File: src/rtl/pai_pkg.sv
// Shared types and constants for the polygon area and inertia block.
package pai_pkg;

	localparam int COORD_W     = 16;
	localparam int FRAC_W      = 16;
	localparam int CROSS_W     = 41;
	localparam int INER_W      = 64;
	localparam int AREA_W      = 40;
	localparam int UINER_W     = 34;
	localparam int C_W         = 2 * COORD_W + 1;
	localparam int S_W         = 2 * COORD_W + 1;
	localparam int MA_W        = C_W + 1;
	localparam int MB_W        = S_W - FRAC_W + 1;
	localparam int PROD_W      = MA_W + MB_W;
	localparam int DVD_W       = INER_W + FRAC_W;
	localparam int DEN_W       = CROSS_W + 2;
	localparam int Q_W         = UINER_W + 1;
	localparam int DIV_STEPS   = DVD_W;
	localparam int STEP_W      = $clog2(DIV_STEPS);
	localparam int EDGE_LAST   = 12;
	localparam int IN_TDATA_W  = 2 * COORD_W;
	localparam int OUT_TDATA_W = ((AREA_W + UINER_W + 7) / 8) * 8;

	typedef enum logic [2:0] {
		ST_IDLE,
		ST_EDGE,
		ST_PREP,
		ST_DIV,
		ST_OUT
	} state_t;

	typedef enum logic [3:0] {
		MOP_NONE,
		MOP_AXBY,
		MOP_BXAY,
		MOP_AXAX,
		MOP_AYAY,
		MOP_BXBX,
		MOP_BYBY,
		MOP_AXBX,
		MOP_AYBY,
		MOP_CSH,
		MOP_CSL
	} mop_t;

	typedef struct packed {
		logic accept;
		logic load_first;
		logic edge_close;
		mop_t mop;
		logic commit;
		logic load_prev;
		logic prep;
		logic div_step;
		logic load_out;
	} dp_cmd_t;

	typedef struct packed {
		logic zero;
		logic out_free;
	} dp_stat_t;

endpackage

File: src/rtl/pai_ctrl.sv
// Controller: sequences edge products, closing edge, divide and result load.
module pai_ctrl import pai_pkg::*; (
	input  logic     clk,
	input  logic     arst_n,
	input  logic     in_valid,
	input  logic     in_last,
	input  dp_stat_t stat,
	output logic     in_ready,
	output dp_cmd_t  cmd
);

	state_t              state_q, state_d;
	logic [STEP_W-1:0]   cnt_q, cnt_d;
	logic                have_first_q, have_first_d;
	logic                last_q, last_d;
	logic                close_q, close_d;

	always_ff @(posedge clk or negedge arst_n) begin
		if (!arst_n) begin
			state_q      <= ST_IDLE;
			cnt_q        <= '0;
			have_first_q <= 1'b0;
			last_q       <= 1'b0;
			close_q      <= 1'b0;
		end else begin
			state_q      <= state_d;
			cnt_q        <= cnt_d;
			have_first_q <= have_first_d;
			last_q       <= last_d;
			close_q      <= close_d;
		end
	end

	always_comb begin
		state_d        = state_q;
		cnt_d          = cnt_q;
		have_first_d   = have_first_q;
		last_d         = last_q;
		close_d        = close_q;
		cmd            = '0;
		cmd.mop        = MOP_NONE;
		cmd.edge_close = close_q;
		in_ready       = (state_q == ST_IDLE);
		case (state_q)
			ST_IDLE: begin
				if (in_valid) begin
					cmd.accept = 1'b1;
					last_d     = in_last;
					cnt_d      = '0;
					if (have_first_q) begin
						close_d = 1'b0;
						state_d = ST_EDGE;
					end else begin
						// first vertex: no edge yet, unless it also closes
						have_first_d   = 1'b1;
						cmd.load_first = 1'b1;
						if (in_last) begin
							close_d = 1'b1;
							state_d = ST_EDGE;
						end
					end
				end
			end
			ST_EDGE: begin
				cnt_d = cnt_q + 1'b1;
				case (cnt_q)
					STEP_W'(0):  cmd.mop = MOP_AXBY;
					STEP_W'(1):  cmd.mop = MOP_BXAY;
					STEP_W'(2):  cmd.mop = MOP_AXAX;
					STEP_W'(3):  cmd.mop = MOP_AYAY;
					STEP_W'(4):  cmd.mop = MOP_BXBX;
					STEP_W'(5):  cmd.mop = MOP_BYBY;
					STEP_W'(6):  cmd.mop = MOP_AXBX;
					STEP_W'(7):  cmd.mop = MOP_AYBY;
					STEP_W'(9):  cmd.mop = MOP_CSH;
					STEP_W'(10): cmd.mop = MOP_CSL;
					default:     cmd.mop = MOP_NONE;
				endcase
				if (cnt_q == STEP_W'(EDGE_LAST)) begin
					cmd.commit = 1'b1;
					cnt_d      = '0;
					if (!close_q) begin
						cmd.load_prev = 1'b1;
						if (last_q) begin
							close_d = 1'b1;
						end else begin
							state_d = ST_IDLE;
						end
					end else begin
						state_d = ST_PREP;
					end
				end
			end
			ST_PREP: begin
				cmd.prep     = 1'b1;
				cnt_d        = '0;
				have_first_d = 1'b0;
				// skip the divide when the cross sum is zero
				state_d      = stat.zero ? ST_OUT : ST_DIV;
			end
			ST_DIV: begin
				cmd.div_step = 1'b1;
				cnt_d        = cnt_q + 1'b1;
				if (cnt_q == STEP_W'(DIV_STEPS - 1)) begin
					state_d = ST_OUT;
				end
			end
			ST_OUT: begin
				if (stat.out_free) begin
					cmd.load_out = 1'b1;
					state_d      = ST_IDLE;
				end
			end
			default: begin
				state_d = ST_IDLE;
			end
		endcase
	end

endmodule

File: src/rtl/pai_dp.sv
// Datapath: shared multiplier, edge accumulators, restoring divider, result register.
module pai_dp import pai_pkg::*; (
	input  logic                      clk,
	input  logic                      arst_n,
	input  logic signed [COORD_W-1:0] in_x,
	input  logic signed [COORD_W-1:0] in_y,
	input  dp_cmd_t                   cmd,
	input  logic                      out_ready,
	output dp_stat_t                  stat,
	output logic                      out_valid,
	output logic [AREA_W-1:0]         out_area,
	output logic [UINER_W-1:0]        out_inertia,
	output logic                      out_degen
);

	localparam logic signed [CROSS_W-1:0] CROSS_MAX = {1'b0, {(CROSS_W-1){1'b1}}};
	localparam logic signed [CROSS_W-1:0] CROSS_MIN = {1'b1, {(CROSS_W-1){1'b0}}};
	localparam logic signed [INER_W-1:0]  INER_MAX  = {1'b0, {(INER_W-1){1'b1}}};
	localparam logic signed [INER_W-1:0]  INER_MIN  = {1'b1, {(INER_W-1){1'b0}}};
	localparam logic [UINER_W-1:0]        UI_MAX    = {1'b0, {(UINER_W-1){1'b1}}};
	localparam logic [UINER_W-1:0]        UI_MIN    = {1'b1, {(UINER_W-1){1'b0}}};

	logic signed [COORD_W-1:0] in_x_q, in_y_q, first_x_q, first_y_q, prev_x_q, prev_y_q;
	logic signed [COORD_W-1:0] ax, ay, bx, by;
	logic signed [MA_W-1:0]    mul_a;
	logic signed [MB_W-1:0]    mul_b;
	logic signed [PROD_W-1:0]  prod;
	logic signed [PROD_W-1:0]  prod_s1;
	mop_t                      op_s1;
	logic signed [C_W-1:0]     c_q;
	logic [S_W-1:0]            s_q;
	logic signed [PROD_W-1:0]  term_q;
	logic signed [CROSS_W-1:0] cross_q;
	logic signed [INER_W-1:0]  iner_q;
	logic signed [CROSS_W:0]   cross_sum;
	logic signed [INER_W:0]    iner_sum;
	logic signed [CROSS_W-1:0] cross_sat;
	logic signed [INER_W-1:0]  iner_sat;
	logic [CROSS_W-1:0]        cross_abs;
	logic [INER_W-1:0]         iner_abs;
	logic [DEN_W-1:0]          den_q, rem_q;
	logic [DVD_W-1:0]          dvd_q;
	logic [Q_W-1:0]            quo_q;
	logic                      ovf_q, neg_q, degen_q;
	logic [AREA_W-1:0]         area_q;
	logic [DEN_W:0]            trial, trial_sub;
	logic                      ge;
	logic                      pos_big, neg_big;
	logic [UINER_W-1:0]        iner_res;
	logic                      out_valid_q;
	logic [AREA_W-1:0]         out_area_q;
	logic [UINER_W-1:0]        out_iner_q;
	logic                      out_degen_q;

	// Edge endpoints: the closing edge runs from the last vertex back to the first.
	assign ax = cmd.edge_close ? in_x_q    : prev_x_q;
	assign ay = cmd.edge_close ? in_y_q    : prev_y_q;
	assign bx = cmd.edge_close ? first_x_q : in_x_q;
	assign by = cmd.edge_close ? first_y_q : in_y_q;

	always_comb begin
		mul_a = '0;
		mul_b = '0;
		case (cmd.mop)
			MOP_AXBY: begin
				mul_a = {{(MA_W-COORD_W){ax[COORD_W-1]}}, ax};
				mul_b = {{(MB_W-COORD_W){by[COORD_W-1]}}, by};
			end
			MOP_BXAY: begin
				mul_a = {{(MA_W-COORD_W){bx[COORD_W-1]}}, bx};
				mul_b = {{(MB_W-COORD_W){ay[COORD_W-1]}}, ay};
			end
			MOP_AXAX: begin
				mul_a = {{(MA_W-COORD_W){ax[COORD_W-1]}}, ax};
				mul_b = {{(MB_W-COORD_W){ax[COORD_W-1]}}, ax};
			end
			MOP_AYAY: begin
				mul_a = {{(MA_W-COORD_W){ay[COORD_W-1]}}, ay};
				mul_b = {{(MB_W-COORD_W){ay[COORD_W-1]}}, ay};
			end
			MOP_BXBX: begin
				mul_a = {{(MA_W-COORD_W){bx[COORD_W-1]}}, bx};
				mul_b = {{(MB_W-COORD_W){bx[COORD_W-1]}}, bx};
			end
			MOP_BYBY: begin
				mul_a = {{(MA_W-COORD_W){by[COORD_W-1]}}, by};
				mul_b = {{(MB_W-COORD_W){by[COORD_W-1]}}, by};
			end
			MOP_AXBX: begin
				mul_a = {{(MA_W-COORD_W){ax[COORD_W-1]}}, ax};
				mul_b = {{(MB_W-COORD_W){bx[COORD_W-1]}}, bx};
			end
			MOP_AYBY: begin
				mul_a = {{(MA_W-COORD_W){ay[COORD_W-1]}}, ay};
				mul_b = {{(MB_W-COORD_W){by[COORD_W-1]}}, by};
			end
			MOP_CSH: begin
				mul_a = {{(MA_W-C_W){c_q[C_W-1]}}, c_q};
				mul_b = {1'b0, s_q[S_W-1:FRAC_W]};
			end
			MOP_CSL: begin
				mul_a = {{(MA_W-C_W){c_q[C_W-1]}}, c_q};
				mul_b = {{(MB_W-FRAC_W){1'b0}}, s_q[FRAC_W-1:0]};
			end
			default: begin
				mul_a = '0;
				mul_b = '0;
			end
		endcase
	end

	assign prod = mul_a * mul_b;

	always_ff @(posedge clk or negedge arst_n) begin
		if (!arst_n) begin
			op_s1 <= MOP_NONE;
		end else begin
			op_s1 <= cmd.mop;
		end
	end

	always_ff @(posedge clk) begin
		prod_s1 <= prod;
		if (cmd.accept) begin
			in_x_q <= in_x;
			in_y_q <= in_y;
		end
		if (cmd.load_first) begin
			first_x_q <= in_x;
			first_y_q <= in_y;
			prev_x_q  <= in_x;
			prev_y_q  <= in_y;
		end else if (cmd.load_prev) begin
			prev_x_q <= in_x_q;
			prev_y_q <= in_y_q;
		end
		// Fold each registered product into the edge terms.
		case (op_s1)
			MOP_AXBY: c_q    <= prod_s1[C_W-1:0];
			MOP_BXAY: c_q    <= c_q - prod_s1[C_W-1:0];
			MOP_AXAX: s_q    <= prod_s1[S_W-1:0];
			MOP_AYAY,
			MOP_BXBX,
			MOP_BYBY,
			MOP_AXBX,
			MOP_AYBY: s_q    <= s_q + prod_s1[S_W-1:0];
			MOP_CSH:  term_q <= prod_s1;
			MOP_CSL:  term_q <= term_q + (prod_s1 >>> FRAC_W);
			default: begin
			end
		endcase
	end

	// Saturating accumulation of cross and inertia sums.
	assign cross_sum = {cross_q[CROSS_W-1], cross_q} + {{(CROSS_W+1-C_W){c_q[C_W-1]}}, c_q};
	assign iner_sum  = {iner_q[INER_W-1], iner_q} + {{(INER_W+1-PROD_W){term_q[PROD_W-1]}}, term_q};

	always_comb begin
		if (cross_sum[CROSS_W] != cross_sum[CROSS_W-1]) begin
			cross_sat = cross_sum[CROSS_W] ? CROSS_MIN : CROSS_MAX;
		end else begin
			cross_sat = cross_sum[CROSS_W-1:0];
		end
		if (iner_sum[INER_W] != iner_sum[INER_W-1]) begin
			iner_sat = iner_sum[INER_W] ? INER_MIN : INER_MAX;
		end else begin
			iner_sat = iner_sum[INER_W-1:0];
		end
	end

	always_ff @(posedge clk or negedge arst_n) begin
		if (!arst_n) begin
			cross_q <= '0;
			iner_q  <= '0;
		end else if (cmd.commit) begin
			cross_q <= cross_sat;
			iner_q  <= iner_sat;
		end else if (cmd.prep) begin
			cross_q <= '0;
			iner_q  <= '0;
		end
	end

	assign cross_abs = cross_q[CROSS_W-1] ? -cross_q : cross_q;
	assign iner_abs  = iner_q[INER_W-1] ? -iner_q : iner_q;

	// One quotient bit per cycle; remainder always stays below the divisor.
	assign trial     = {rem_q, dvd_q[DVD_W-1]};
	assign ge        = trial >= {1'b0, den_q};
	assign trial_sub = trial - {1'b0, den_q};

	always_ff @(posedge clk) begin
		if (cmd.prep) begin
			den_q   <= {cross_abs, 2'b00} + {1'b0, cross_abs, 1'b0};
			dvd_q   <= {iner_abs, {FRAC_W{1'b0}}};
			rem_q   <= '0;
			quo_q   <= '0;
			ovf_q   <= 1'b0;
			neg_q   <= iner_q[INER_W-1] ^ cross_q[CROSS_W-1];
			degen_q <= (cross_q == '0);
			area_q  <= cross_q[AREA_W:1];
		end else if (cmd.div_step) begin
			rem_q <= ge ? trial_sub[DEN_W-1:0] : trial[DEN_W-1:0];
			quo_q <= {quo_q[Q_W-2:0], ge};
			ovf_q <= ovf_q | quo_q[Q_W-1];
			dvd_q <= {dvd_q[DVD_W-2:0], 1'b0};
		end
	end

	assign pos_big = ovf_q | quo_q[Q_W-1] | quo_q[UINER_W-1];
	assign neg_big = ovf_q | quo_q[Q_W-1] | (quo_q[UINER_W-1] & (|quo_q[UINER_W-2:0]));

	always_comb begin
		if (degen_q) begin
			iner_res = '0;
		end else if (!neg_q) begin
			iner_res = pos_big ? UI_MAX : quo_q[UINER_W-1:0];
		end else begin
			iner_res = neg_big ? UI_MIN : -quo_q[UINER_W-1:0];
		end
	end

	always_ff @(posedge clk or negedge arst_n) begin
		if (!arst_n) begin
			out_valid_q <= 1'b0;
		end else if (cmd.load_out) begin
			out_valid_q <= 1'b1;
		end else if (out_ready) begin
			out_valid_q <= 1'b0;
		end
	end

	always_ff @(posedge clk) begin
		if (cmd.load_out) begin
			out_area_q  <= area_q;
			out_iner_q  <= iner_res;
			out_degen_q <= degen_q;
		end
	end

	assign stat.zero     = (cross_q == '0);
	assign stat.out_free = !out_valid_q || out_ready;
	assign out_valid     = out_valid_q;
	assign out_area      = out_area_q;
	assign out_inertia   = out_iner_q;
	assign out_degen     = out_degen_q;

endmodule

File: src/rtl/polygon_area_and_inertia.sv
// Top level: polygon shoelace area and unit moment of inertia, stream in and out.
// Each edge runs ten products on the shared 34x18 multiplier, then a commit.
// A first vertex leaves the input ready unless it is last; a later vertex stalls
// the input until its edge commits. A last vertex adds the closing edge, a setup step,
// the one-bit divider (skipped when degenerate) and a load once the output is free.
// arst_n clears the sums, the first-vertex flag and the output valid at once.
module polygon_area_and_inertia import pai_pkg::*; (
	input  logic                   clk,
	input  logic                   arst_n,
	input  logic                   s_axis_tvalid,
	output logic                   s_axis_tready,
	input  logic [IN_TDATA_W-1:0]  s_axis_tdata,  // vertex_x, vertex_y
	input  logic                   s_axis_tlast,
	output logic                   m_axis_tvalid,
	input  logic                   m_axis_tready,
	output logic [OUT_TDATA_W-1:0] m_axis_tdata,  // signed_area, unit_inertia, zero pad
	output logic [0:0]             m_axis_tuser   // degenerate
);

	dp_cmd_t              cmd;
	dp_stat_t             stat;
	logic [AREA_W-1:0]    area;
	logic [UINER_W-1:0]   inertia;
	logic                 degen;

	pai_ctrl u_ctrl (
		.clk      (clk),
		.arst_n   (arst_n),
		.in_valid (s_axis_tvalid),
		.in_last  (s_axis_tlast),
		.stat     (stat),
		.in_ready (s_axis_tready),
		.cmd      (cmd)
	);

	pai_dp u_dp (
		.clk         (clk),
		.arst_n      (arst_n),
		.in_x        (s_axis_tdata[COORD_W-1:0]),
		.in_y        (s_axis_tdata[2*COORD_W-1:COORD_W]),
		.cmd         (cmd),
		.out_ready   (m_axis_tready),
		.stat        (stat),
		.out_valid   (m_axis_tvalid),
		.out_area    (area),
		.out_inertia (inertia),
		.out_degen   (degen)
	);

	assign m_axis_tdata = {{(OUT_TDATA_W-AREA_W-UINER_W){1'b0}}, inertia, area};
	assign m_axis_tuser = degen;

endmodule

File: config.mk
export PLATFORM = sky130hd
export DESIGN_NAME = polygon_area_and_inertia
export DESIGN_NICKNAME = d
export VERILOG_FILES = /design/src/rtl/pai_pkg.sv /design/src/rtl/pai_ctrl.sv /design/src/rtl/pai_dp.sv /design/src/rtl/polygon_area_and_inertia.sv
export SDC_FILE = /design/constraint.sdc
export NUM_CORES = 2
export LEC_CHECK = 0
export BUFFER_PORTS_ARGS = -buffer_cell sky130_fd_sc_hd__buf_2
export CAP_MARGIN = 25
export CORE_AREA = 3 3 389 391
export CTS_BUF_LIST = sky130_fd_sc_hd__clkbuf_8
export DETAILED_ROUTE_END_ITERATION = 8
export DIE_AREA = 0 0 392 394
export SLEW_MARGIN = 0
export SYNTH_ARGS = -nofsm -noshare
export SYNTH_HDL_FRONTEND = slang
export SYNTH_SLANG_ARGS = --single-unit
export TNS_END_PERCENT = 100
File: constraint.sdc
create_clock -name clk -period 22.9 [get_ports clk]
set_clock_uncertainty 0.1 [all_clocks]
set_input_delay 5.725 -clock clk [delete_from_list [all_inputs] [get_ports clk]]
set_output_delay 5.725 -clock clk [all_outputs]
set_load 0.01 [all_outputs]
==> flow_metrics.py <==
metrics = {
    "yosys": {
        "ys.flop_type": "edfxtp_1",
        "synth_area_per_cell_um2": 8.95,
        "synth_edf_count": 437,
        "ys_seq_area_share_pct": 28.4,
        "async_flop_share_pct": 17.8,
        "yosys.cell_types.count": 87,
        "ys_seq_elements": 691,
        "syn_area_mm2": 0.0664,
        "synthCells": 7418,
        "synth_warnings": 0,
    },
    "global_route": {
        "grt_max_degree": 90,
        "overflow": 0,
        "grt_pass1_vias": 53100,
        "grt_pass1_wl_um": 297000,
        "antenna_found_initial": 3,
        "grt_usage_pct": 24.2,
    },
    "setup_path": {
        "worstSetupPathType": "register to register",
        "worst_path_max_delay_cell": "nand3_2",
        "reg2reg_from": "u_ctrl.cnt_q[0]$_DFFE_PN0P_",
        "required_ns": 23.49,
        "cp-startpoint": "u_ctrl.cnt_q[0]$_DFFE_PN0P_",
        "start_kind": "register",
        "end_kind": "register",
        "critPathTopFamily": "compound AO/OA/AOI/OAI gates",
        "max_stage_delay_ns": 0.85,
        "cp_max_fo": 32,
        "critPathArrivalTime_ns": 12.12,
        "path_buf_inv": 7,
    },
    "flow_run": {
        "maxCapViolations": 0,
    },
    "drt": {
        "num_vias": 53400,
        "topRoutingLayerUsed": "met4",
        "wl_per_cell_um": 19.8,
        "wl_met3_um": 13000,
        "wl_met2_um": 84300,
        "dr.pass1.iters": 8,
        "drt-initial-drc-count": 4411,
        "drc": 0,
        "via_per_inst": 5.66,
        "wl_um": 187000,
        "wl_met1_um": 84200,
        "postRouteAntennaNets": 0,
    },
    "min_path": {
        "hp-start": "u_dp.area_q[3]$_DFFE_PP_",
        "hold_path.class": "register to register",
    },
    "clock_tree": {
        "clock_latency_ns": 0.89,
        "root_buffer": "clkbuf_8",
        "cts_max_level": 4,
        "post_cts.repair.setup_buffers": 0,
        "clkTransAtPathRegs_ns": 0.06,
        "clock_path_buffers": 3,
        "ctsHoldBuffers": 0,
        "numCtsBuffers": 130,
        "ctsResizeCount": 0,
        "cts_tree": "yes",
        "cts_num_sinks": 691,
    },
    "floorplan": {
        "die_w_um": 392,
        "std_cell_rows": 141,
        "dieArea_mm2": 0.154,
        "ios": 120,
        "initial_core_util_pct": 44.9,
        "core_mm2": 0.148,
        "die_h_um": 394,
    },
    "placed_design": {
        "post_dp_cell_area_mm2": 0.0689,
        "place_hpwl_um": 141000,
        "place.gp.congestion": 0.901,
        "numPortBuffers": 113,
    },
    "finish": {
        "regArea_mm2": 0.0188,
        "final_area_mm2": 0.0717,
        "multiInputGateArea_mm2": 0.0432,
        "postLayoutCoreUtil_pct": 48.5,
        "final_layout_size_suffix_gt1_share_pct": 7.15,
        "syn2layout_area_growth_pct": 8.02,
        "n_fill_cell": 14100,
        "fin_nets": 8453,
    },
    "outcome": {
        "status": "completed",
    },
    "timing": {
        "tns_ns": 0,
        "hold_viol_final": 0,
        "setup_viol_count_final": 0,
        "slew_headroom_pct": 21.6,
        "tightestPinTransition_ns": 1.18,
        "min_period_over_period_pct": 50.4,
        "timing.final.crit_period_ns": 11.53,
        "fmax_mhz": 86.7,
        "rsz0062_at_grt": "false",
        "final_max_slew_viol_count": 0,
    },
}
## stage by stage
| step | hold slack (ns) | cells | setup slack, ns |
|---|---|---|---|
| finish | 0.299 | 9439 | 11.37 |
| global route | 0.309 | 9439 | 10.54 |
| CTS | 0.288 | 9432 | 11.25 |
| detailed placement | 0.305 | 9193 | 11.28 |
| global placement | 0.302 | 9190 | 11.46 |
| floorplan | 0.300 | 7423 | 12.88 |
## synthesized netlist by cell type, types with 38 or more instances
cell type	instances	area (um2)
a21oi_1	365	1830
edfxtp_1	437	13100
a221oi_1	61	534
nor3_1	78	390
o21ai_0	511	2560
and3_1	52	325
or3_1	38	238
fa_1	581	11600
a31oi_1	66	413
nor2b_1	64	400
inv_1	893	3350
xnor2_1	233	2040
xor2_1	161	1410
nand2b_1	106	663
nor2_1	571	2140
clkbuf_1	317	1190
o31ai_1	65	488
nand2_1	968	3630
o21a_1	43	323
ha_1	436	5460
nand4_1	53	332
a21o_1	235	1760
dfrtp_1	123	3080
nand3_1	140	701
dfxtp_1	131	2620
mux2_2	56	631
and2_1	53	332
o21bai_1	51	383
## cell usage in the layout, fill, tap and decap left out, types with 28 or more instances in the layout
cell      instances
a21oi_1         362
ha_1            436
inv_1           931
dfrtp_1         121
mux2_2           56
a21o_1          235
a22o_1           31
o21bai_1         50
clkbuf_8        149
or2_2            28
a31oi_1          65
buf_2           113
nand2_1         967
xnor2_1         232
nand3_1         139
a221oi_1         55
and2_1           52
fa_1            581
a211oi_1         34
o41ai_1          29
or4_1            29
nor2_1          563
mux2i_1          29
nand2b_1        105
a221o_1          31
xor2_1          161
nor3_1           73
and3_1           51
dfxtp_1         131
o21a_1           42
buf_4            69
o31ai_1          65
or3_1            37
edfxtp_1        437
o21ai_0         510
nand4_1          53
nor2b_1          63
## logic make-up after synthesis
kind of cell               after synthesis  share of synthesized area, %
AOI/OAI and AO/OA                     1748                          17.1
xor gates and xnor gates               394                          5.20
adders and majority gates             1017                          25.7
buffers and inverters                 1237                          7.04
DFF                                    691                          28.4
muxes                                   85                          1.39
other                                    1                       0.00565
and+or+nand+nor                       2245                          15.2
## final timing paths
kind / endpoint / slack [ns] / cells past startpoint
max reg2reg: u_dp.prod_s1[51]$_DFF_P_ / 11.37 / 35
min in group asynchronous: u_dp.iner_q[58]$_DFFE_PN0P_ / 4.72 / 1
min reg2reg: u_dp.out_area[3]$_DFFE_PP_ / 0.30 / 0
max in group asynchronous: u_ctrl.close_q$_DFFE_PN0P_ / 16.62 / 2
min: u_dp.out_area[3]$_DFFE_PP_ / 0.30 / 0
max: u_dp.prod_s1[51]$_DFF_P_ / 11.37 / 35
## flip-flops by register name, indices dropped and copies added (netlist names), 34 cells and up
register	flops
u_dp.out_area	40
u_dp.rem_q	43
u_dp.iner_q	64
u_dp.dvd_q	64
u_dp.prod_s1	52
u_dp.den_q	42
u_dp.term_q	52
u_dp.cross_q	41
u_dp.out_inertia	34
u_dp.quo_q	35
u_dp.area_q	40
## metal layers
metal	track usage, %	vias to the layer above
li1	-	25400
met1	33.7	26000
met2	38.4	1662
met3	4.43	311
met4	7.59	0
met5	0	-
## layout make-up
class	count	share of cell area [%]
Antenna cell	3	0.0105
Clock buffer	149	2.86
Clock inverter	90	0.984
Inverter	894	4.69
Multi-Input combinational cell	5495	60.2
Sequential cell	691	26.3
Tap cell	1930	3.37
Timing Repair Buffer	187	1.66
Power is left out: the tool's default activity adds up to more than one toggle a clock period on the data nets, which glitch-free logic cannot reach.
